--- src/hdl/median3x3_rgb_filter_core_defines.svh ---
// assertion macros shared by the median filter core
`ifndef MEDIAN3X3_RGB_FILTER_CORE_DEFINES_SVH
`define MEDIAN3X3_RGB_FILTER_CORE_DEFINES_SVH

// same-cycle implication, checked only out of reset
`define M3F_ASSERT_NOW(lbl, ante, cons, msg) \
  lbl: assert property (@(posedge clk) disable iff (!rst_n) (ante) |-> (cons)) \
    else $error(msg);

// next-cycle implication, checked only out of reset
`define M3F_ASSERT_NEXT(lbl, ante, cons, msg) \
  lbl: assert property (@(posedge clk) disable iff (!rst_n) (ante) |=> (cons)) \
    else $error(msg);

`endif

--- src/hdl/m3f_pkg.sv ---
// shared types, constants and helper functions of the median filter core
package m3f_pkg;

  localparam int MAX_WIDTH  = 1024;
  localparam int COL_W      = $clog2(MAX_WIDTH);
  localparam int WU_W       = $clog2(MAX_WIDTH + 1);
  localparam int CFG_WIDTH_W  = 11;
  localparam int CFG_HEIGHT_W = 12;
  localparam int CFG_DATA_W = 12;
  localparam int CMP_W      = (WU_W > CFG_WIDTH_W) ? WU_W : CFG_WIDTH_W;
  localparam int CNT_W      = 22;
  localparam int PIX_W      = 24;
  localparam int CH_W       = 8;
  localparam int ROWS       = 3;
  localparam int BANK_W     = 2;
  localparam int FIFO_DEPTH = 4;
  localparam int FIFO_AW    = $clog2(FIFO_DEPTH);

  typedef logic [COL_W-1:0]        col_t;
  typedef logic [WU_W-1:0]         wu_t;
  typedef logic [CMP_W-1:0]        cmp_t;
  typedef logic [CFG_WIDTH_W-1:0]  cfg_width_t;
  typedef logic [CFG_HEIGHT_W-1:0] row_t;
  typedef logic [CFG_DATA_W-1:0]   cfg_data_t;
  typedef logic [CNT_W-1:0]        cnt_t;
  typedef logic [PIX_W-1:0]        pix_t;
  typedef logic [CH_W-1:0]         chan_t;
  typedef logic [BANK_W-1:0]       bank_t;
  typedef logic [FIFO_AW-1:0]      fptr_t;
  typedef logic [FIFO_AW:0]        fcnt_t;

  localparam cfg_width_t RESET_WIDTH  = cfg_width_t'(640);
  localparam row_t       RESET_HEIGHT = row_t'(480);

  // register indexes of the config port
  localparam logic CFG_IDX_WIDTH  = 1'b0;
  localparam logic CFG_IDX_HEIGHT = 1'b1;

  // item kinds
  localparam logic ACT_PIXEL = 1'b0;
  localparam logic ACT_DRAIN = 1'b1;

  // one queue entry: optional line write, optional column read, optional result
  typedef struct packed {
    logic  we;
    bank_t wbank;
    col_t  wcol;
    pix_t  wdata;
    logic  rd;
    bank_t rbank;
    col_t  rcol;
    logic  emit;
    logic  border;
    logic  last;
  } job_t;

  typedef struct packed {
    logic  full;
    logic  empty;
    fcnt_t count;
  } fifo_stat_t;

  // one window column, rows above, at and below the center row
  typedef struct packed {
    pix_t top;
    pix_t mid;
    pix_t bot;
  } col3_t;

  typedef struct packed {
    chan_t lo;
    chan_t md;
    chan_t hi;
  } trio_t;

  function automatic bank_t bank_inc(input bank_t b);
    return (b == bank_t'(ROWS - 1)) ? bank_t'(0) : b + bank_t'(1);
  endfunction

  function automatic bank_t bank_dec(input bank_t b);
    return (b == bank_t'(0)) ? bank_t'(ROWS - 1) : b - bank_t'(1);
  endfunction

  function automatic chan_t min2(input chan_t a, input chan_t b);
    return (a < b) ? a : b;
  endfunction

  function automatic chan_t max2(input chan_t a, input chan_t b);
    return (a > b) ? a : b;
  endfunction

  function automatic chan_t med3(input chan_t a, input chan_t b, input chan_t c);
    return max2(min2(a, b), min2(max2(a, b), c));
  endfunction

  function automatic trio_t sort3(input chan_t a, input chan_t b, input chan_t c);
    trio_t s;
    s.lo = min2(min2(a, b), c);
    s.md = med3(a, b, c);
    s.hi = max2(max2(a, b), c);
    return s;
  endfunction

endpackage

--- src/hdl/m3f_fifo.sv ---
// short queue of jobs between front end and back end
module m3f_fifo (
  input  logic                clk,
  input  logic                rst_n,
  input  logic                push,
  input  m3f_pkg::job_t       push_job,
  input  logic                pop,
  output m3f_pkg::job_t       head,
  output m3f_pkg::fifo_stat_t stat
);

  m3f_pkg::job_t  mem_r [m3f_pkg::FIFO_DEPTH];
  m3f_pkg::fptr_t wptr_r, rptr_r;
  m3f_pkg::fcnt_t cnt_r;

  assign head       = mem_r[rptr_r];
  assign stat.count = cnt_r;
  assign stat.full  = (cnt_r == m3f_pkg::fcnt_t'(m3f_pkg::FIFO_DEPTH));
  assign stat.empty = (cnt_r == '0);

  always_ff @(posedge clk) begin
    if (push) begin
      mem_r[wptr_r] <= push_job;
    end
  end

  always_ff @(posedge clk) begin
    if (!rst_n) begin
      wptr_r <= '0;
      rptr_r <= '0;
      cnt_r  <= '0;
    end else begin
      if (push) begin
        wptr_r <= wptr_r + m3f_pkg::fptr_t'(1);
      end
      if (pop) begin
        rptr_r <= rptr_r + m3f_pkg::fptr_t'(1);
      end
      if (push && !pop) begin
        cnt_r <= cnt_r + m3f_pkg::fcnt_t'(1);
      end else if (pop && !push) begin
        cnt_r <= cnt_r - m3f_pkg::fcnt_t'(1);
      end
    end
  end

endmodule

--- config.mk ---
export PLATFORM = sky130hd
export DESIGN_NAME = m3f_fifo
export DESIGN_NICKNAME = d
export VERILOG_FILES = /design/src/hdl/median3x3_rgb_filter_core_defines.svh /design/src/hdl/m3f_pkg.sv /design/src/hdl/m3f_fifo.sv
export SDC_FILE = /design/constraint.sdc
export NUM_CORES = 1
export LEC_CHECK = 0
export ABC_AREA = 1
export BUFFER_PORTS_ARGS = -buffer_cell sky130_fd_sc_hd__buf_2
export CAP_MARGIN = 10
export CORE_UTILIZATION = 40
export DETAILED_ROUTE_END_ITERATION = 16
export PLACE_DENSITY = 0.65
export SYNTH_ARGS = -nofsm -noshare
export SYNTH_HDL_FRONTEND = slang
export SYNTH_SLANG_ARGS = --single-unit
--- constraint.sdc ---
create_clock -name clk -period 2.25 [get_ports clk]
set_input_delay 0.1125 -clock clk [delete_from_list [all_inputs] [get_ports clk]]
set_output_delay 0.1125 -clock clk [all_outputs]
set_load 0.01 [all_outputs]
* Word level (Yosys, flattened, before mapping) *
Memories as Yosys holds them, arrays and structs flattened. A register that Yosys moved wholly into a read port is not among the register bits.
Cells that the tools add are included.

storage, ports and cells
  logic and storage cells = 21
  bits in writable memories = 212
  register bits after elaboration = 7
  memories kept = 1
  input port bits = 57

cells by class
  multiplexer cells = 6
  add/sub/neg operators = 4
  eq/ne operators = 1
  reductions and logical operators = 6

memories
  memory  depth  bits a word  read ports  clocked after memory_dff  wr ports  line            source
  mem_r   4      53           1           1                         1         m3f_fifo.sv:12  m3f_pkg::job_t mem_r [m3f_pkg::FIFO_DEPTH];

operator list
  cell                                                                 number
  3-bit 2-to-1 mux                                                     2
  2-bit by 1-bit adder with 2-bit output (second input constant)       2
  2-bit 2-to-1 mux                                                     2
  3-bit by 1-bit adder with 3-bit output (second input constant)       1
  3-bit equality test (second input constant)                          1
  3-bit zero test                                                      1
  3-bit by 1-bit subtractor with 3-bit output (second input constant)  1
  1-bit logical AND                                                    2
  1-bit zero test                                                      2
  1-bit 2-to-1 mux                                                     2
  2-bit nonzero test                                                   1

* Logic depth before layout (Yosys ltp) *
  depth in word-level cells = 4
  gate-level depth with buffers = 10

* Worst setup path after synthesis *
Ideal clock, no wire load.

  path type = reg-to-reg
  from = register wptr_r[0]
  to = memory mem_r[2][0] in the netlist's numbering, enable pin
  data arrival time = 1.623 ns
  setup time = 0.407 ns
  clock period less this slack = 2.030 ns
  cell stages (with the launch flop) = 5
  path slack = 0.220 ns
  cell sequence = dfxtp_1 inv_1 ha_1 nand2_1 inv_1

RTL lines
  what                    line            source
  start, declared         m3f_fifo.sv:13  m3f_pkg::fptr_t wptr_r, rptr_r;
  start signal, assigned  m3f_fifo.sv:34  wptr_r <= wptr_r + m3f_pkg::fptr_t'(1);
  end, declared           m3f_fifo.sv:12

No word-level cell before the write port.

==> impl_metrics.yaml <==
global_routing:
  grt.busiest_layer: "met2"
  grt_pass1_wl_um: 27500
  grt_overflow_total: 0
  grt_pass1_vias: 5288
  grt_use_met1_pct: 20.6
  antenna_found_initial: 1
  grt_max_degree: 61
  grt_usage_pct: 16.1
  globalRouteMet2Util_pct: 28.3
  use_met3_pct: 2.50
die:
  die_area_um2: 21800
  initial_core_util_pct: 41.4
  die_w_um: 148
  core_um2: 20500
  die_h_um: 148
  pin_count: 115
  row_count: 52
pwr:
  max-vdd-ir-drop_v: 0.000620
  comb_power_share_pct: 10.7
  p_sw_mw: 2.06
  finalPower_mw: 8.94
  intPower_mw: 6.88
  powerDensity_nw_per_um2: 844
  switching_share_pct: 23.0
  power.static_leakage_nw: 3.76
  pwr-share-clk_pct: 36.1
  seqPwrFrac_pct: 53.2
logic_synthesis:
  ys_warn_count: 0
  syn-num-nets: 634
  syn_inst: 571
  yosys-top-cells-area: "edfxtp_1 (75%), o21ai_0 (6.0%), nor2_1 (4.0%), o22ai_2 (3.0%), o22ai_1 (2.4%)"
  synth.largest_area_cell: "edfxtp_1"
  synth_top_area_share_pct: 75.1
  synth.cell_area_um2: 8480
  ys_seq_area_share_pct: 77.2
  synth-seq-cells: 221
  syn_avg_cell_area_um2: 14.8
  yosys.cell_types.count: 23
timing:
  hold_violations: 0
  setup_ws_ns: 0.165
  hold_ws_ns: 0.354
  setup_viol: 0
  rsz0062_at_grt: "false"
  finalMaxSlewViolations: 0
  fin_tns_setup_ns: 0
  tightest_slew_ns: 0.593
  maxSlewHeadroom_pct: 60.5
  max_freq_ghz: 0.480
  fin_crit_sh_pct: 92.7
  final.min_clock_period_ns: 2.08
  fin_skew_ns: 0.0115
clocking:
  htree_levels: 1
  postCtsSetupBuffers: 0
  clock_latency_ns: 0.50
  cts_root_buf: "clkbuf_16"
  numCtsBuffers: 22
  clockBufferDepth: 3
  cts.sinks: 221
  path_clk_slew_ns: 0.06
  tritoncts: "done"
min_path:
  holdCritStartpoint: "push_job[16]"
  hold_class: "input pin to register"
  whs_path_depth: 2
layout:
  layout.nets: 810
  fin_util_pct: 51.7
  areaGrowthSynthToFinish_pct: 24.9
  antenna_cells: 0
  instances_no_fill: 1031
  layout-drive-gt1-share_pct: 27.1
  design_area_um2: 10600
routing:
  vias: 5211
  first_pass_iters: 4
  drt_iter0_markers: 285
  drc: 0
  wl_um: 17400
  wl_per_cell_um: 16.8
  vias_per_cell: 5.05
  ant_nets: 0
placed_design:
  placed_area_um2: 9380
  dpl.cell_count: 936
  gp_congestion: 0.710
  portBuffers: 114
  dp_hpwl_um: 9780
  place_ws_ns: 0.650
setup_path:
  r2r-start: "wptr_r[0]"
  reg2regPathDepth: 4
  cp-start-kind: "register"
  cp.arrival_ns: 1.97
  r2r_slack_ns: 0.72
  crit_path_end_kind: "primary output"
  cp_max_fo: 60
  crit_type: "register to primary output"
  required_ns: 2.14
job:
  maxCapViolations: 0
run_status:
  status: "finished, final reports clean"
==> metal layers <==
layer / routed length, um / up-vias
li1: - / 2477
met4: 309 / 0
met5: 0 / -
met2: 8550 / 137
met3: 919 / 25
met1: 7590 / 2572
==> cell usage after synthesis (all sizes together) <==
cell,number
nand3,1
nor3,2
a21oi,4
ha,5
clkbuf,9
nand2,9
o22ai,53
buf,25
o21ai,112
nand4,1
dfxtp,9
fa,1
inv,17
nor2,111
edfxtp,212
==> cells by family after synthesis <==
family | after synthesis | synth area share [%]
AND/OR/NAND/NOR | 124 | 6.15
adder cells (fa/ha/maj) | 6 | 0.974
buffers and inverters | 51 | 3.42
flip-flops | 221 | 77.2
AO/OA/AOI/OAI | 169 | 12.2
==> placed cells by master, fill, tap and decap left out <==
master / instances
a21oi_1: 4
buf_12: 8
buf_2: 114
buf_4: 7
clkbuf_1: 6
clkbuf_16: 22
clkinv_1: 3
clkinv_2: 4
clkinv_8: 1
clkinvlp_4: 2
dfxtp_1: 7
dfxtp_2: 1
dfxtp_4: 1
dlygate4sd3_1: 57
edfxtp_1: 212
fa_1: 1
ha_1: 5
inv_1: 11
inv_2: 5
inv_8: 1
nand2_1: 9
nand3_1: 1
nand4_1: 1
nor2_1: 91
nor2_2: 20
nor3_1: 2
o21ai_0: 102
o21ai_1: 10
o22ai_1: 33
o22ai_2: 20
==> worst max-delay path: stages, from the launching register on <==
cell and delay, ns:
dfxtp_4 0.54, buf_12 0.29, o21ai_0 0.14, o22ai_1 0.27
buf_2 0.18
==> cell type report <==
class                   instances  area (um2)
clock buffers                  28         573
multi-input cells             299        1640
clock inverters                10        62.6
repair buffers                186        1350
fillers                      1696        9900
well taps                     270         338
flip-flops and latches        221        6550
inverters                      17        71.3
==> sequential cells by signal, summed over array words and instances (netlist names), named ones only <==
register and flops:
rptr_r 2, cnt_r 3, wptr_r 2, mem_r 212
==> path summary, 6_finish.rpt <==
check	end
setup / recovery	head[21]
hold reg to reg	register
setup reg to reg	mem_r[3][30]
hold / removal	mem_r[0][16]
==> repair_timing <==
| action | CTS | global route |
|---|---|---|
| endpoints found under the setup margin | 0 | 4 |
| resized for setup | 0 | 1 |
| endpoints found under the hold margin | 221 | 0 |
| hold buffers | 57 | 0 |
==> power by group through the flow <==
stage | clock network, mW | logic [mW] | registers, mW
6_report | 3.23 | 0.954 | 4.76
5_1_grt | 3.46 | 1.05 | 4.77
4_1_cts | 3.31 | 0.967 | 4.76
3_5_place_dp | 0 | 0.884 | 4.84
3_3_place_gp | 0 | 0.860 | 4.83
2_1_floorplan | 0 | 0.515 | 4.83
Note: power is estimated with default switching activity, not from simulation.
