### src/hdl/median3x3_rgb_filter_core_defines.svh
// assertion macros shared by the median filter core
`ifndef MEDIAN3X3_RGB_FILTER_CORE_DEFINES_SVH
`define MEDIAN3X3_RGB_FILTER_CORE_DEFINES_SVH

// same-cycle implication, checked only out of reset
`define M3F_ASSERT_NOW(lbl, ante, cons, msg) \
  lbl: assert property (@(posedge clk) disable iff (!rst_n) (ante) |-> (cons)) \
    else $error(msg);

// next-cycle implication, checked only out of reset
`define M3F_ASSERT_NEXT(lbl, ante, cons, msg) \
  lbl: assert property (@(posedge clk) disable iff (!rst_n) (ante) |=> (cons)) \
    else $error(msg);

`endif

### src/hdl/m3f_pkg.sv
// shared types, constants and helper functions of the median filter core
package m3f_pkg;

  localparam int MAX_WIDTH  = 1024;
  localparam int COL_W      = $clog2(MAX_WIDTH);
  localparam int WU_W       = $clog2(MAX_WIDTH + 1);
  localparam int CFG_WIDTH_W  = 11;
  localparam int CFG_HEIGHT_W = 12;
  localparam int CFG_DATA_W = 12;
  localparam int CMP_W      = (WU_W > CFG_WIDTH_W) ? WU_W : CFG_WIDTH_W;
  localparam int CNT_W      = 22;
  localparam int PIX_W      = 24;
  localparam int CH_W       = 8;
  localparam int ROWS       = 3;
  localparam int BANK_W     = 2;
  localparam int FIFO_DEPTH = 4;
  localparam int FIFO_AW    = $clog2(FIFO_DEPTH);

  typedef logic [COL_W-1:0]        col_t;
  typedef logic [WU_W-1:0]         wu_t;
  typedef logic [CMP_W-1:0]        cmp_t;
  typedef logic [CFG_WIDTH_W-1:0]  cfg_width_t;
  typedef logic [CFG_HEIGHT_W-1:0] row_t;
  typedef logic [CFG_DATA_W-1:0]   cfg_data_t;
  typedef logic [CNT_W-1:0]        cnt_t;
  typedef logic [PIX_W-1:0]        pix_t;
  typedef logic [CH_W-1:0]         chan_t;
  typedef logic [BANK_W-1:0]       bank_t;
  typedef logic [FIFO_AW-1:0]      fptr_t;
  typedef logic [FIFO_AW:0]        fcnt_t;

  localparam cfg_width_t RESET_WIDTH  = cfg_width_t'(640);
  localparam row_t       RESET_HEIGHT = row_t'(480);

  // register indexes of the config port
  localparam logic CFG_IDX_WIDTH  = 1'b0;
  localparam logic CFG_IDX_HEIGHT = 1'b1;

  // item kinds
  localparam logic ACT_PIXEL = 1'b0;
  localparam logic ACT_DRAIN = 1'b1;

  // one queue entry: optional line write, optional column read, optional result
  typedef struct packed {
    logic  we;
    bank_t wbank;
    col_t  wcol;
    pix_t  wdata;
    logic  rd;
    bank_t rbank;
    col_t  rcol;
    logic  emit;
    logic  border;
    logic  last;
  } job_t;

  typedef struct packed {
    logic  full;
    logic  empty;
    fcnt_t count;
  } fifo_stat_t;

  // one window column, rows above, at and below the center row
  typedef struct packed {
    pix_t top;
    pix_t mid;
    pix_t bot;
  } col3_t;

  typedef struct packed {
    chan_t lo;
    chan_t md;
    chan_t hi;
  } trio_t;

  function automatic bank_t bank_inc(input bank_t b);
    return (b == bank_t'(ROWS - 1)) ? bank_t'(0) : b + bank_t'(1);
  endfunction

  function automatic bank_t bank_dec(input bank_t b);
    return (b == bank_t'(0)) ? bank_t'(ROWS - 1) : b - bank_t'(1);
  endfunction

  function automatic chan_t min2(input chan_t a, input chan_t b);
    return (a < b) ? a : b;
  endfunction

  function automatic chan_t max2(input chan_t a, input chan_t b);
    return (a > b) ? a : b;
  endfunction

  function automatic chan_t med3(input chan_t a, input chan_t b, input chan_t c);
    return max2(min2(a, b), min2(max2(a, b), c));
  endfunction

  function automatic trio_t sort3(input chan_t a, input chan_t b, input chan_t c);
    trio_t s;
    s.lo = min2(min2(a, b), c);
    s.md = med3(a, b, c);
    s.hi = max2(max2(a, b), c);
    return s;
  endfunction

endpackage

### src/hdl/m3f_front.sv
// front end: config registers, frame counters and item classification
module m3f_front (
  input  logic                clk,
  input  logic                rst_n,
  input  logic                cfg_we,
  input  logic                cfg_index,
  input  m3f_pkg::cfg_data_t  cfg_wdata,
  input  logic                in_valid,
  output logic                in_stall,
  input  logic                in_action,
  input  m3f_pkg::pix_t       in_pix,
  input  m3f_pkg::fifo_stat_t fifo_stat,
  output logic                push,
  output m3f_pkg::job_t       job
);

  m3f_pkg::cfg_width_t cfg_width_r;
  m3f_pkg::row_t       cfg_height_r;
  logic                hold_r;
  m3f_pkg::cnt_t       total_r, total_nxt;
  m3f_pkg::cnt_t       taken_r, taken_nxt, given_r, given_nxt;
  m3f_pkg::col_t       tcol_r, tcol_nxt, pcol_r, pcol_nxt;
  m3f_pkg::bank_t      tbank_r, tbank_nxt, pbank_r, pbank_nxt;
  m3f_pkg::row_t       prow_r, prow_nxt;

  m3f_pkg::cmp_t  wx;
  m3f_pkg::wu_t   wu;
  m3f_pkg::row_t  hu;
  logic           acc, clr, emit_c, p_end;
  m3f_pkg::cnt_t  t, g;
  m3f_pkg::col_t  tc, pc;
  m3f_pkg::bank_t tb, pb;
  m3f_pkg::row_t  pr;

  always_comb begin
    wx = m3f_pkg::cmp_t'(cfg_width_r);
    if (wx < m3f_pkg::cmp_t'(3)) begin
      wu = m3f_pkg::wu_t'(3);
    end else if (wx > m3f_pkg::cmp_t'(m3f_pkg::MAX_WIDTH)) begin
      wu = m3f_pkg::wu_t'(m3f_pkg::MAX_WIDTH);
    end else begin
      wu = m3f_pkg::wu_t'(wx);
    end
    hu = (cfg_height_r < m3f_pkg::row_t'(3)) ? m3f_pkg::row_t'(3) : cfg_height_r;
  end

  assign total_nxt = m3f_pkg::cnt_t'(m3f_pkg::cnt_t'(wu) * m3f_pkg::cnt_t'(hu));

  assign in_stall = fifo_stat.full || hold_r;
  assign acc      = in_valid && !in_stall;

  // a frame left over from larger sizes is closed before the item
  assign clr = (given_r >= total_r) || (taken_r > total_r);
  assign t   = clr ? '0 : taken_r;
  assign g   = clr ? '0 : given_r;
  assign tc  = clr ? '0 : tcol_r;
  assign tb  = clr ? '0 : tbank_r;
  assign pc  = clr ? '0 : pcol_r;
  assign pb  = clr ? '0 : pbank_r;
  assign pr  = clr ? '0 : prow_r;
  assign p_end = (m3f_pkg::wu_t'(pc) == wu - m3f_pkg::wu_t'(1));

  always_comb begin
    taken_nxt = taken_r;
    given_nxt = given_r;
    tcol_nxt  = tcol_r;
    tbank_nxt = tbank_r;
    pcol_nxt  = pcol_r;
    pbank_nxt = pbank_r;
    prow_nxt  = prow_r;
    job       = '0;
    emit_c    = 1'b0;
    if (acc) begin
      taken_nxt = t;
      given_nxt = g;
      tcol_nxt  = tc;
      tbank_nxt = tb;
      pcol_nxt  = pc;
      pbank_nxt = pb;
      prow_nxt  = pr;
      if (in_action == m3f_pkg::ACT_PIXEL) begin
        if (t < total_r) begin
          job.we    = 1'b1;
          job.wbank = tb;
          job.wcol  = tc;
          job.wdata = in_pix;
          // first pixel of a frame also preloads the window's first column
          if (t == '0) begin
            job.rd    = 1'b1;
            job.rbank = tb;
            job.rcol  = tc;
          end
          taken_nxt = t + m3f_pkg::cnt_t'(1);
          if (m3f_pkg::wu_t'(tc) == wu - m3f_pkg::wu_t'(1)) begin
            tcol_nxt  = '0;
            tbank_nxt = m3f_pkg::bank_inc(tb);
          end else begin
            tcol_nxt = tc + m3f_pkg::col_t'(1);
          end
          emit_c = (t + m3f_pkg::cnt_t'(1) - g) >=
                   (m3f_pkg::cnt_t'(wu) + m3f_pkg::cnt_t'(2));
        end
      end else begin
        emit_c = (t >= total_r) && (g < t);
      end
      if (emit_c) begin
        job.rd     = 1'b1;
        job.emit   = 1'b1;
        job.last   = (g + m3f_pkg::cnt_t'(1)) == total_r;
        job.border = (pr == '0) || (pr >= hu - m3f_pkg::row_t'(1)) || (pc == '0) || p_end;
        // end of row fetches column zero of the next row's window
        if (p_end) begin
          job.rcol  = '0;
          job.rbank = m3f_pkg::bank_inc(pb);
        end else begin
          job.rcol  = pc + m3f_pkg::col_t'(1);
          job.rbank = pb;
        end
        if ((g + m3f_pkg::cnt_t'(1)) >= total_r) begin
          given_nxt = '0;
          taken_nxt = '0;
          tcol_nxt  = '0;
          tbank_nxt = '0;
          pcol_nxt  = '0;
          pbank_nxt = '0;
          prow_nxt  = '0;
        end else begin
          given_nxt = g + m3f_pkg::cnt_t'(1);
          if (p_end) begin
            pcol_nxt  = '0;
            prow_nxt  = pr + m3f_pkg::row_t'(1);
            pbank_nxt = m3f_pkg::bank_inc(pb);
          end else begin
            pcol_nxt = pc + m3f_pkg::col_t'(1);
          end
        end
      end
    end
  end

  assign push = acc && (job.we || job.rd);

  always_ff @(posedge clk) begin
    if (!rst_n) begin
      cfg_width_r  <= m3f_pkg::RESET_WIDTH;
      cfg_height_r <= m3f_pkg::RESET_HEIGHT;
      hold_r       <= 1'b0;
      total_r      <= m3f_pkg::cnt_t'(m3f_pkg::cnt_t'(m3f_pkg::RESET_WIDTH) *
                                      m3f_pkg::cnt_t'(m3f_pkg::RESET_HEIGHT));
      taken_r      <= '0;
      given_r      <= '0;
      tcol_r       <= '0;
      tbank_r      <= '0;
      pcol_r       <= '0;
      pbank_r      <= '0;
      prow_r       <= '0;
    end else begin
      if (cfg_we) begin
        if (cfg_index == m3f_pkg::CFG_IDX_WIDTH) begin
          cfg_width_r <= cfg_wdata[m3f_pkg::CFG_WIDTH_W-1:0];
        end else begin
          cfg_height_r <= cfg_wdata[m3f_pkg::CFG_HEIGHT_W-1:0];
        end
      end
      // frame size product is registered from the size registers, and input is held while it settles after a write
      hold_r  <= cfg_we;
      total_r <= total_nxt;
      taken_r <= taken_nxt;
      given_r <= given_nxt;
      tcol_r  <= tcol_nxt;
      tbank_r <= tbank_nxt;
      pcol_r  <= pcol_nxt;
      pbank_r <= pbank_nxt;
      prow_r  <= prow_nxt;
    end
  end

endmodule

### config.mk
export PLATFORM = sky130hd
export DESIGN_NAME = m3f_front
export DESIGN_NICKNAME = d
export VERILOG_FILES = /design/src/hdl/median3x3_rgb_filter_core_defines.svh /design/src/hdl/m3f_pkg.sv /design/src/hdl/m3f_front.sv
export SDC_FILE = /design/constraint.sdc
export NUM_CORES = 1
export LEC_CHECK = 0
export ABC_AREA = 1
export BUFFER_PORTS_ARGS = -buffer_cell sky130_fd_sc_hd__buf_2
export CAP_MARGIN = 20
export CORE_MARGIN = 2
export CORE_UTILIZATION = 30
export DETAILED_ROUTE_END_ITERATION = 10
export PLACE_DENSITY = 0.55
export SKIP_LAST_GASP = 1
export SLEW_MARGIN = 20
export SYNTH_ARGS = -nofsm -noshare
export SYNTH_HDL_FRONTEND = slang
export SYNTH_SLANG_ARGS = --single-unit
### constraint.sdc
create_clock -name clk -period 16.3 [get_ports clk]
set_input_delay 0.815 -clock clk [delete_from_list [all_inputs] [get_ports clk]]
set_output_delay 0.815 -clock clk [all_outputs]
set_load 0.05 [all_outputs]
# Word level (Yosys, flattened, before mapping)
# Index checks and enable logic that the tools add are counted.
dict set report totals {
  register_bits 126
  output_inout_bits 55
  word_cells 101
}
dict set report classes {
  add_sub_neg 11
  multipliers 1
  order_cmp 11
  eq_ne 5
  n_mux 46
  bitwise 1
  n_reduce_logical 15
}
# cell n
set ops {}
lappend ops {{$mux 22} 8}
lappend ops {{$mux 10} 10}
lappend ops {{$mux 50} 2}
lappend ops {{$mux 12} 6}
lappend ops {{$ge 22x22->1} 3}
lappend ops {{$mux 53} 1}
lappend ops {{$add 22x1->22 const B} 2}
lappend ops {{$lt 22x22->1} 2}
lappend ops {{$mux 2} 12}
lappend ops {{$eq 10x11->1} 2}
lappend ops {{$eq 22x22->1} 1}
lappend ops {{$ge 22x12->1} 1}
lappend ops {{$gt 22x22->1} 1}
lappend ops {{$logic_not 22->1} 1}
lappend ops {{$mul 11x12->22} 1}
lappend ops {{$mux 11} 2}
lappend ops {{$sub 22x22->22} 1}
lappend ops {{$add 10x1->10 const B} 2}
lappend ops {{$mux 16} 1}
lappend ops {{$mux 13} 1}
lappend ops {{$add 11x2->12 const B} 1}
lappend ops {{$add 12x1->12 const B} 1}
lappend ops {{$ge 12x12->1} 1}
lappend ops {{$logic_not 12->1} 1}
lappend ops {{other kinds (14)} 26}

# Logic depth before layout (Yosys ltp)
# Gate-level depths: netlist of the first run.
dict set report logic_depth {
  depth_word 13
  ltp_mapped 48
  depth_no_buf 45
}

# Worst setup path after synthesis of the first run
# No wires, ideal clock.
dict set report synth_timing {
  path_type {flip-flop to output port}
  startpoint {register total_r[21]}
  endpoint {output port job[11] (netlist bit)}
  arrival_time_ns 6.492
  required_time_ns 15.485
  path_slack_ns 8.993
  stages_incl_launch_ff 42
  cell_sequence {dfxtp_1 inv_1 ha_1 nand2_1 nor2_1 nand2_1 or3_4 nand2_4 nand2_4 buf_6 buf_6 buf_2 nor2_1 ha_1 xor2_1 inv_1 ha_1 a21oi_1 [... 6 more ...] nand2_1 inv_1 nand4_1 nand4_1 nand2_1 nand2_1 nand2_1 nand3_1 nor2_1 nand4_1 nor2_1 nand3_1 nand2_2 nand2_4 nand2_1 inv_1 a21oi_1 nor2_1}
}
# element line
set synth_rtl {}
lappend synth_rtl {{start, declared} m3f_front.sv:20} ;# m3f_pkg::cnt_t total_r, total_nxt;
lappend synth_rtl {{start signal, assigned} m3f_front.sv:148} ;# total_r <= m3f_pkg::cnt_t'(m3f_pkg::cnt_t'(m3f_pkg::RESET_WIDTH) *
lappend synth_rtl {{start signal, assigned} m3f_front.sv:167} ;# total_r <= total_nxt;
lappend synth_rtl {{end, declared} m3f_front.sv:14} ;# output m3f_pkg::job_t job

==> flow_summary_export.csv, run 1 <==
group,metric,value,unit
outcome,status,"finished clean",
timing,fin_skew,0.0160,ns
clock_network,htreeDepth,4,
critical_path,worstPathArrival,10.28,ns
critical_path,r2r_slack,6.41,ns
timing,max_freq,90.1,MHz
clock_network,cts_hold_buf,0,
routing,first_iter_violations,1630,
logic_synthesis,syn_area,18300,sq um
grt,grt_pass1_wl,95.5,mm
logic_synthesis,synthAdderAreaFrac,0.251,
logic_synthesis,synthSimpleGateAreaFrac,0.328,
clock_network,cts.clk_slew.worst_paths,0.07,ns
timing,rsz0062_at_grt,"false",
critical_path,crit_path_start,"total_r[7]",
critical_path,r2r_end,"taken_r[15]",
grt,grt_overflow,0,
placement,routabilityCongestion,0.897,
min_path,hp-class,"flip-flop to flip-flop",
clock_network,cts_buffers,17,
critical_path,worst-path-stages,44,
min_path,hold_path.startpoint,"tcol_r[0]",
placement,dp_hpwl,47.0,mm
logic_synthesis,synth_most_common_cell,"nand2_1",
logic_synthesis,synth_edf_count,0,
timing,setup-tns-final,0,ns
logic_synthesis,muxShareOfSynthArea,0.00109,
placement,portBuffers,97,
clock_network,clock_sinks,126,
timing,fin_ws,5.21,ns
timing,worst_slew_pin_slew,0.989,ns
grt,grt_pass1_vias,17200,
logic_synthesis,synth_top_family_by_area,"simple AND/OR/NAND/NOR gates",
timing,hold_viol_final,0,
critical_path,cpPeakStageDelay,0.67,ns
critical_path,reg2reg_depth,43,
final_layout,drive_gt1_frac,0.0804,
floorplan,die_x,251,um
logic_synthesis,synth_xor_area_frac,0.0455,
critical_path,cp_top_family,"simple AND/OR/NAND/NOR gates",
critical_path,critPathSlowestCell,"buf_4",
timing,finalCritPeriodShare,0.681,
logic_synthesis,yosys-top-cells-area,"ha_1, dfxtp_1, nand2_1",
logic_synthesis,async_flop_share,0,
critical_path,crit_buf_inv,10,
clock_network,cts_resized,0,
logic_synthesis,synth-seq-cells,126,
timing,setup_violations,0,
clock_network,post_cts_buffers,0,
routing,via_count,18300,
logic_synthesis,synth_common_cells,"nand2_1, inv_1, nor2_1, ha_1, a21oi_1",
logic_synthesis,ys_seq_area_frac,0.138,
critical_path,worst-path-max-fanout,62,
floorplan,die_h,251,um
logic_synthesis,synth_compound_area_frac,0.113,
floorplan,ios,102,
critical_path,path_common_cell,"nand2_1",
floorplan,rows,90,
logic_synthesis,syn_area_per_cell,6.42,sq um
grt,antenna_found_initial,0,
routing,wirelength,60.4,mm
critical_path,end_kind,"output port",
routing,vias_per_cell,4.96,
placement,place_ws,5.83,ns
floorplan,die-area,62900,sq um
timing,holdWs,0.465,ns
grt,grtUsageTotal,0.193,
routing,drc,0,
critical_path,r2r_start,"total_r[7]",
final_layout,final_nets,3247,
logic_synthesis,yosys_warnings,0,
grt,grt_max_degree,71,
routing,ant_nets,0,
power,peakVddDrop,0.0000964,V
critical_path,crit_type,"flip-flop to output port",
clock_network,clk_path_buf_depth,2,
power,pwr_density_cell,77.7,nW/um^2
final_layout,diodes,0,
final_layout,area_growth,9.84,%
routing,drt_pass1_iterations,9,
floorplan,core_area,60400,sq um
clock_network,clock_latency,0.49,ns
floorplan,initial_core_util,0.303,
timing,slew-limit-headroom,0.335,
logic_synthesis,synth_top_cell_by_area,"ha_1",
clock_network,cts_root_buffer,"clkbuf_16",
clock_network,cts_tree,"done",
routing,post_drt_wl_per_cell,16.4,um
logic_synthesis,yosysTopAreaCellShare,0.154,
critical_path,startpoint_type,"flip-flop",
timing,period_needed,11.09,ns
logic_synthesis,ys_types,59,
logic_synthesis,syn-num-nets,3210,
timing,maxSlewViolCount,0,
job,max_cap_violations,0,
critical_path,endpoint,"job[7]",
logic_synthesis,syn_inst,2849,
power,p_leak,10.1,nW
critical_path,critical_path_required,15.49,ns
logic_synthesis,synth_ff_type,"dfxtp_1",
-- worst min-delay path by stage --
stage / endpoint / cells after the start
4_1_cts: pcol_r[6] / 2
3_5_place_dp: tcol_r[1] / 2
2_1_floorplan: cfg_width_r[8] / 2
6_report: tcol_r[0] / 2
5_1_grt: prow_r[9] / 2
3_3_place_gp: prow_r[7] / 2
-- placed cells by master (no fill, tap or decap), drive strengths merged, types with 17 or more instances in the layout --
master    n
a21oi   222
buf     118
clkbuf   22
dfxtp   126
fa       89
ha      225
inv     456
nand2   676
nand3   228
nand4    40
nor2    334
nor3     45
nor4     20
o21ai   108
xnor2    17
xor2     78
-- flip-flops by register name, summed over array words and instances (netlist names) --
signal,flops
pbank_r,2
prow_r,12
total_r,22
cfg_height_r,12
given_r,22
tcol_r,10
taken_r,22
hold_r,1
pcol_r,10
tbank_r,2
cfg_width_r,11
-- per-layer routing --
metal / track usage / part of all wire / up-vias
met3: 0.0304 / 0.058 / 90
met1: 0.266 / 0.47 / 8423
met2: 0.308 / 0.45 / 539
met5: 0 / 0 / -
met4: 0.0588 / 0.025 / 0
li1: - / - / 9223
-- metrics by stage --
stage	instance area [sq um]	std cells	utilization	total power, mW
2_1_floorplan	18300	2849	-	0.911
3_3_place_gp	19400	3649	0.322	1.10
3_5_place_dp	19400	3649	0.322	1.10
4_1_cts	20100	3681	0.333	1.57
5_1_grt	20100	3681	0.333	1.69
6_report	20100	3681	0.333	1.56
-- power breakdown --
| part | internal (mW) | total (mW) | switching [mW] |
|---|---|---|---|
| Clock | 0.287 | 0.457 | 0.170 |
| Combinational | 0.251 | 0.755 | 0.505 |
| Sequential | 0.332 | 0.348 | 0.0157 |
-- cell families (layout without fill, tap and decap cells) --
kind of cell | after synthesis | after routing
simple gates | 1367 | 1367
buf+inv | 560 | 610
compound gates | 384 | 384
fa+ha+maj | 314 | 314
flops | 126 | 126
xor+xnor | 95 | 95
mux | 2 | 2
other cells | 1 | 1
-- final cells by class --
| type | instances | area, sq um |
|---|---|---|
| fill | 6801 | 40300 |
| multi-input combinational | 2163 | 13500 |
| sequential | 126 | 2520 |
| inverter | 460 | 1730 |
| tap | 782 | 978 |
| timing repair buffer | 118 | 643 |
| clock buffer | 22 | 484 |
| clock inverter | 10 | 181 |
-- worst reg2reg max path, delay by kind of cell (launching register included) --
family	cells	cell delay, ns
adders and majority gates	4	1.20
AOI/OAI and AO/OA	5	1.14
xor gates and xnor gates	2	0.55
buffers and inverters	9	2.66
DFF	1	0.32
and+or+nand+nor	23	3.95
No activity file was read; power rests on OpenSTA's default activity.
==> run 2, diff against run 1 <==
ABC_AREA = 0   (was 1)
clock period = 11.1 ns   (was 16.3 ns; I/O delays follow)
==> flow_summary_export.csv, run 2 <==
group,metric,value,unit
outcome,status,"finished clean",
timing,worst_slew_pin_slew,1.07,ns
logic_synthesis,synth_edf_count,0,
clock_network,post_cts_buffers,0,
final_layout,fin_util,0.336,
floorplan,ios,102,
clock_network,htreeDepth,4,
critical_path,crit_type,"flip-flop to output port",
timing,hold_viol_final,0,
clock_network,clock_sinks,126,
final_layout,layout_commonest_cell,"nand2_1",
placement,placedInstanceArea,18000,sq um
timing,fin_ws,0.914,ns
power,peakVddDrop,0.0000584,V
placement,portBuffers,97,
clock_network,cts_buffers,17,
logic_synthesis,synth_top_cell_by_area,"ha_1",
grt,grt_pass1_vias,15700,
power,power,1.67,mW
final_layout,multi_input_area,13000,sq um
routing,first_iter_violations,1269,
final_layout,layout_common_cells,"nand2_1, inv_1, ha_1, nor2_1, dfxtp_1",
floorplan,initial_core_util,0.305,
logic_synthesis,syn_area,16900,sq um
routing,via_count,16200,
clock_network,cts_tree,"done",
routing,drt_pass1_iterations,6,
critical_path,crit_buf_inv,4,
timing,holdWs,0.356,ns
critical_path,worstPathArrival,9.63,ns
timing,setup-tns-final,0,ns
floorplan,core_area,55300,sq um
job,max_cap_violations,0,
grt,grt_max_degree,73,
logic_synthesis,synth_most_common_cell,"nand2_1",
final_layout,diodes,0,
grt,grt_overflow,0,
critical_path,cpPeakStageDelay,0.69,ns
routing,vias_per_cell,5.42,
timing,slew-limit-headroom,0.287,
final_layout,n_fill_cell,5924,
logic_synthesis,syn-num-nets,2579,
floorplan,die-area,58100,sq um
clock_network,clock_latency,0.44,ns
grt,grt_pass1_wl,89.1,mm
routing,wirelength,57.2,mm
floorplan,die_x,241,um
logic_synthesis,yosysTopAreaCellShare,0.167,
logic_synthesis,async_flop_share,0,
logic_synthesis,yosys-top-cells-area,"ha_1, dfxtp_1, fa_1",
logic_synthesis,yosys_warnings,0,
placement,dp.cells,2963,
logic_synthesis,synth-seq-cells,126,
final_layout,seq_area,2520,sq um
timing,rsz0062_at_grt,"false",
timing,finalCritPeriodShare,0.918,
clock_network,cts_root_buffer,"clkbuf_16",
clock_network,cts.clk_slew.worst_paths,0.07,ns
routing,post_drt_wl_per_cell,19.1,um
critical_path,startpoint_type,"flip-flop",
floorplan,die_h,241,um
timing,setup_violations,0,
routing,ant_nets,0,
final_layout,reg_top3,"given_r: 22 flops, taken_r: 22 flops, total_r: 22 flops",
routing,drc,0,
placement,dp_hpwl,44.4,mm
final_layout,drive_gt1_frac,0.0863,
min_path,hp-class,"primary input to flip-flop",
final_layout,final_nets,2595,
grt,grtUsageTotal,0.197,
placement,routabilityCongestion,0.931,
clock_network,cts_resized,0,
logic_synthesis,syn_inst,2218,
final_layout,stdcell_area,18600,sq um
timing,maxSlewViolCount,0,
critical_path,critPathSlowestCell,"o21ai_1",
critical_path,end_kind,"output port",
grt,antenna_found_initial,1,
power,pwr_density_cell,90.1,nW/um^2
power,p_leak,8.95,nW
placement,place_ws,1.32,ns
final_layout,area_growth,10.2,%
logic_synthesis,ys_seq_area_frac,0.150,
floorplan,rows,86,
logic_synthesis,synth_common_cells,"nand2_1, inv_1, ha_1, nor2_1, dfxtp_1",
logic_synthesis,ys_types,89,
logic_synthesis,syn_area_per_cell,7.60,sq um
clock_network,cts_hold_buf,0,
critical_path,cp_top_family,"simple AND/OR/NAND/NOR gates",
critical_path,critical_path_required,10.55,ns
timing,period_needed,10.19,ns
timing,fin_skew,0.0148,ns
clock_network,clk_path_buf_depth,2,
logic_synthesis,synth_ff_type,"dfxtp_1",
final_layout,finalNonFillerCells,2995,
critical_path,worst-path-max-fanout,47,
timing,max_freq,98.2,MHz
run 2: changes by cell type after synthesis, sizes merged, moves of 24 or more:
cell	delta
a31oi	+38
inv	-229
xor2	-38
nand2b	+25
xnor2	+45
a21o	+46
nand2	-370
and3	+51
nor2	-200
nand3	-153
clkbuf	+24
and2	+59
a21oi	-121
o21ai	-26
run 2: final timing paths:
check	endpoint	depth (start not counted)	start	slack [ns]
setup / recovery	job[5]	32	taken_r[4]	0.91
hold / removal	cfg_height_r[8]	3	cfg_wdata[8]	0.36
setup reg to reg	taken_r[4]	33	taken_r[4]	1.59
hold reg to reg	cfg_width_r[1]	2	cfg_width_r[1]	0.48
run 2: kinds of logic after synthesis:
| kind of cell | share of synthesized area |
|---|---|
| AOI/OAI and AO/OA | 0.179 |
| xor gates and xnor gates | 0.0530 |
| adders and majority gates | 0.273 |
| buffers and inverters | 0.0800 |
| DFF | 0.150 |
| muxes | 0.00697 |
| other | 0.000222 |
| and+or+nand+nor | 0.259 |
run 2: layer usage:
layer / global-route usage / vias to the layer above / wire (um) / part of all wire
met1: 0.267 / 7825 / 25600 / 0.45
met4: 0.0724 / 0 / 1900 / 0.033
met2: 0.313 / 558 / 25800 / 0.45
met3: 0.0311 / 93 / 3820 / 0.067
met5: 0 / - / 0 / 0
li1: - / 7760 / - / -
run 2: cell type report:
type,instances,area share
clock buffers,18,0.0236
clock inverters,14,0.00841
inverters,228,0.0460
multi-input cells,1744,0.702
flip-flops and latches,126,0.136
well taps,748,0.0503
repair buffers,117,0.0342
run 2: worst register-to-register path, delay by kind of cell (launching register included):
family                   cells  cell delay [ns]
AND/OR/NAND/NOR             14             3.93
AO/OA/AOI/OAI               10             2.23
buffers and inverters        4             1.27
adder cells (fa/ha/maj)      3             1.00
flip-flops                   1             0.58
XOR/XNOR                     1             0.31
multiplexers                 1             0.11
run 2: report_power, final:
part | switching [mW] | total [mW] | leakage [nW] | internal, mW
combinational | 0.379 | 0.580 | 7.64 | 0.200
clock | 0.252 | 0.592 | 0.280 | 0.340
sequential | 0.0288 | 0.503 | 1.02 | 0.474
total | 0.660 | 1.67 | 8.95 | 1.01
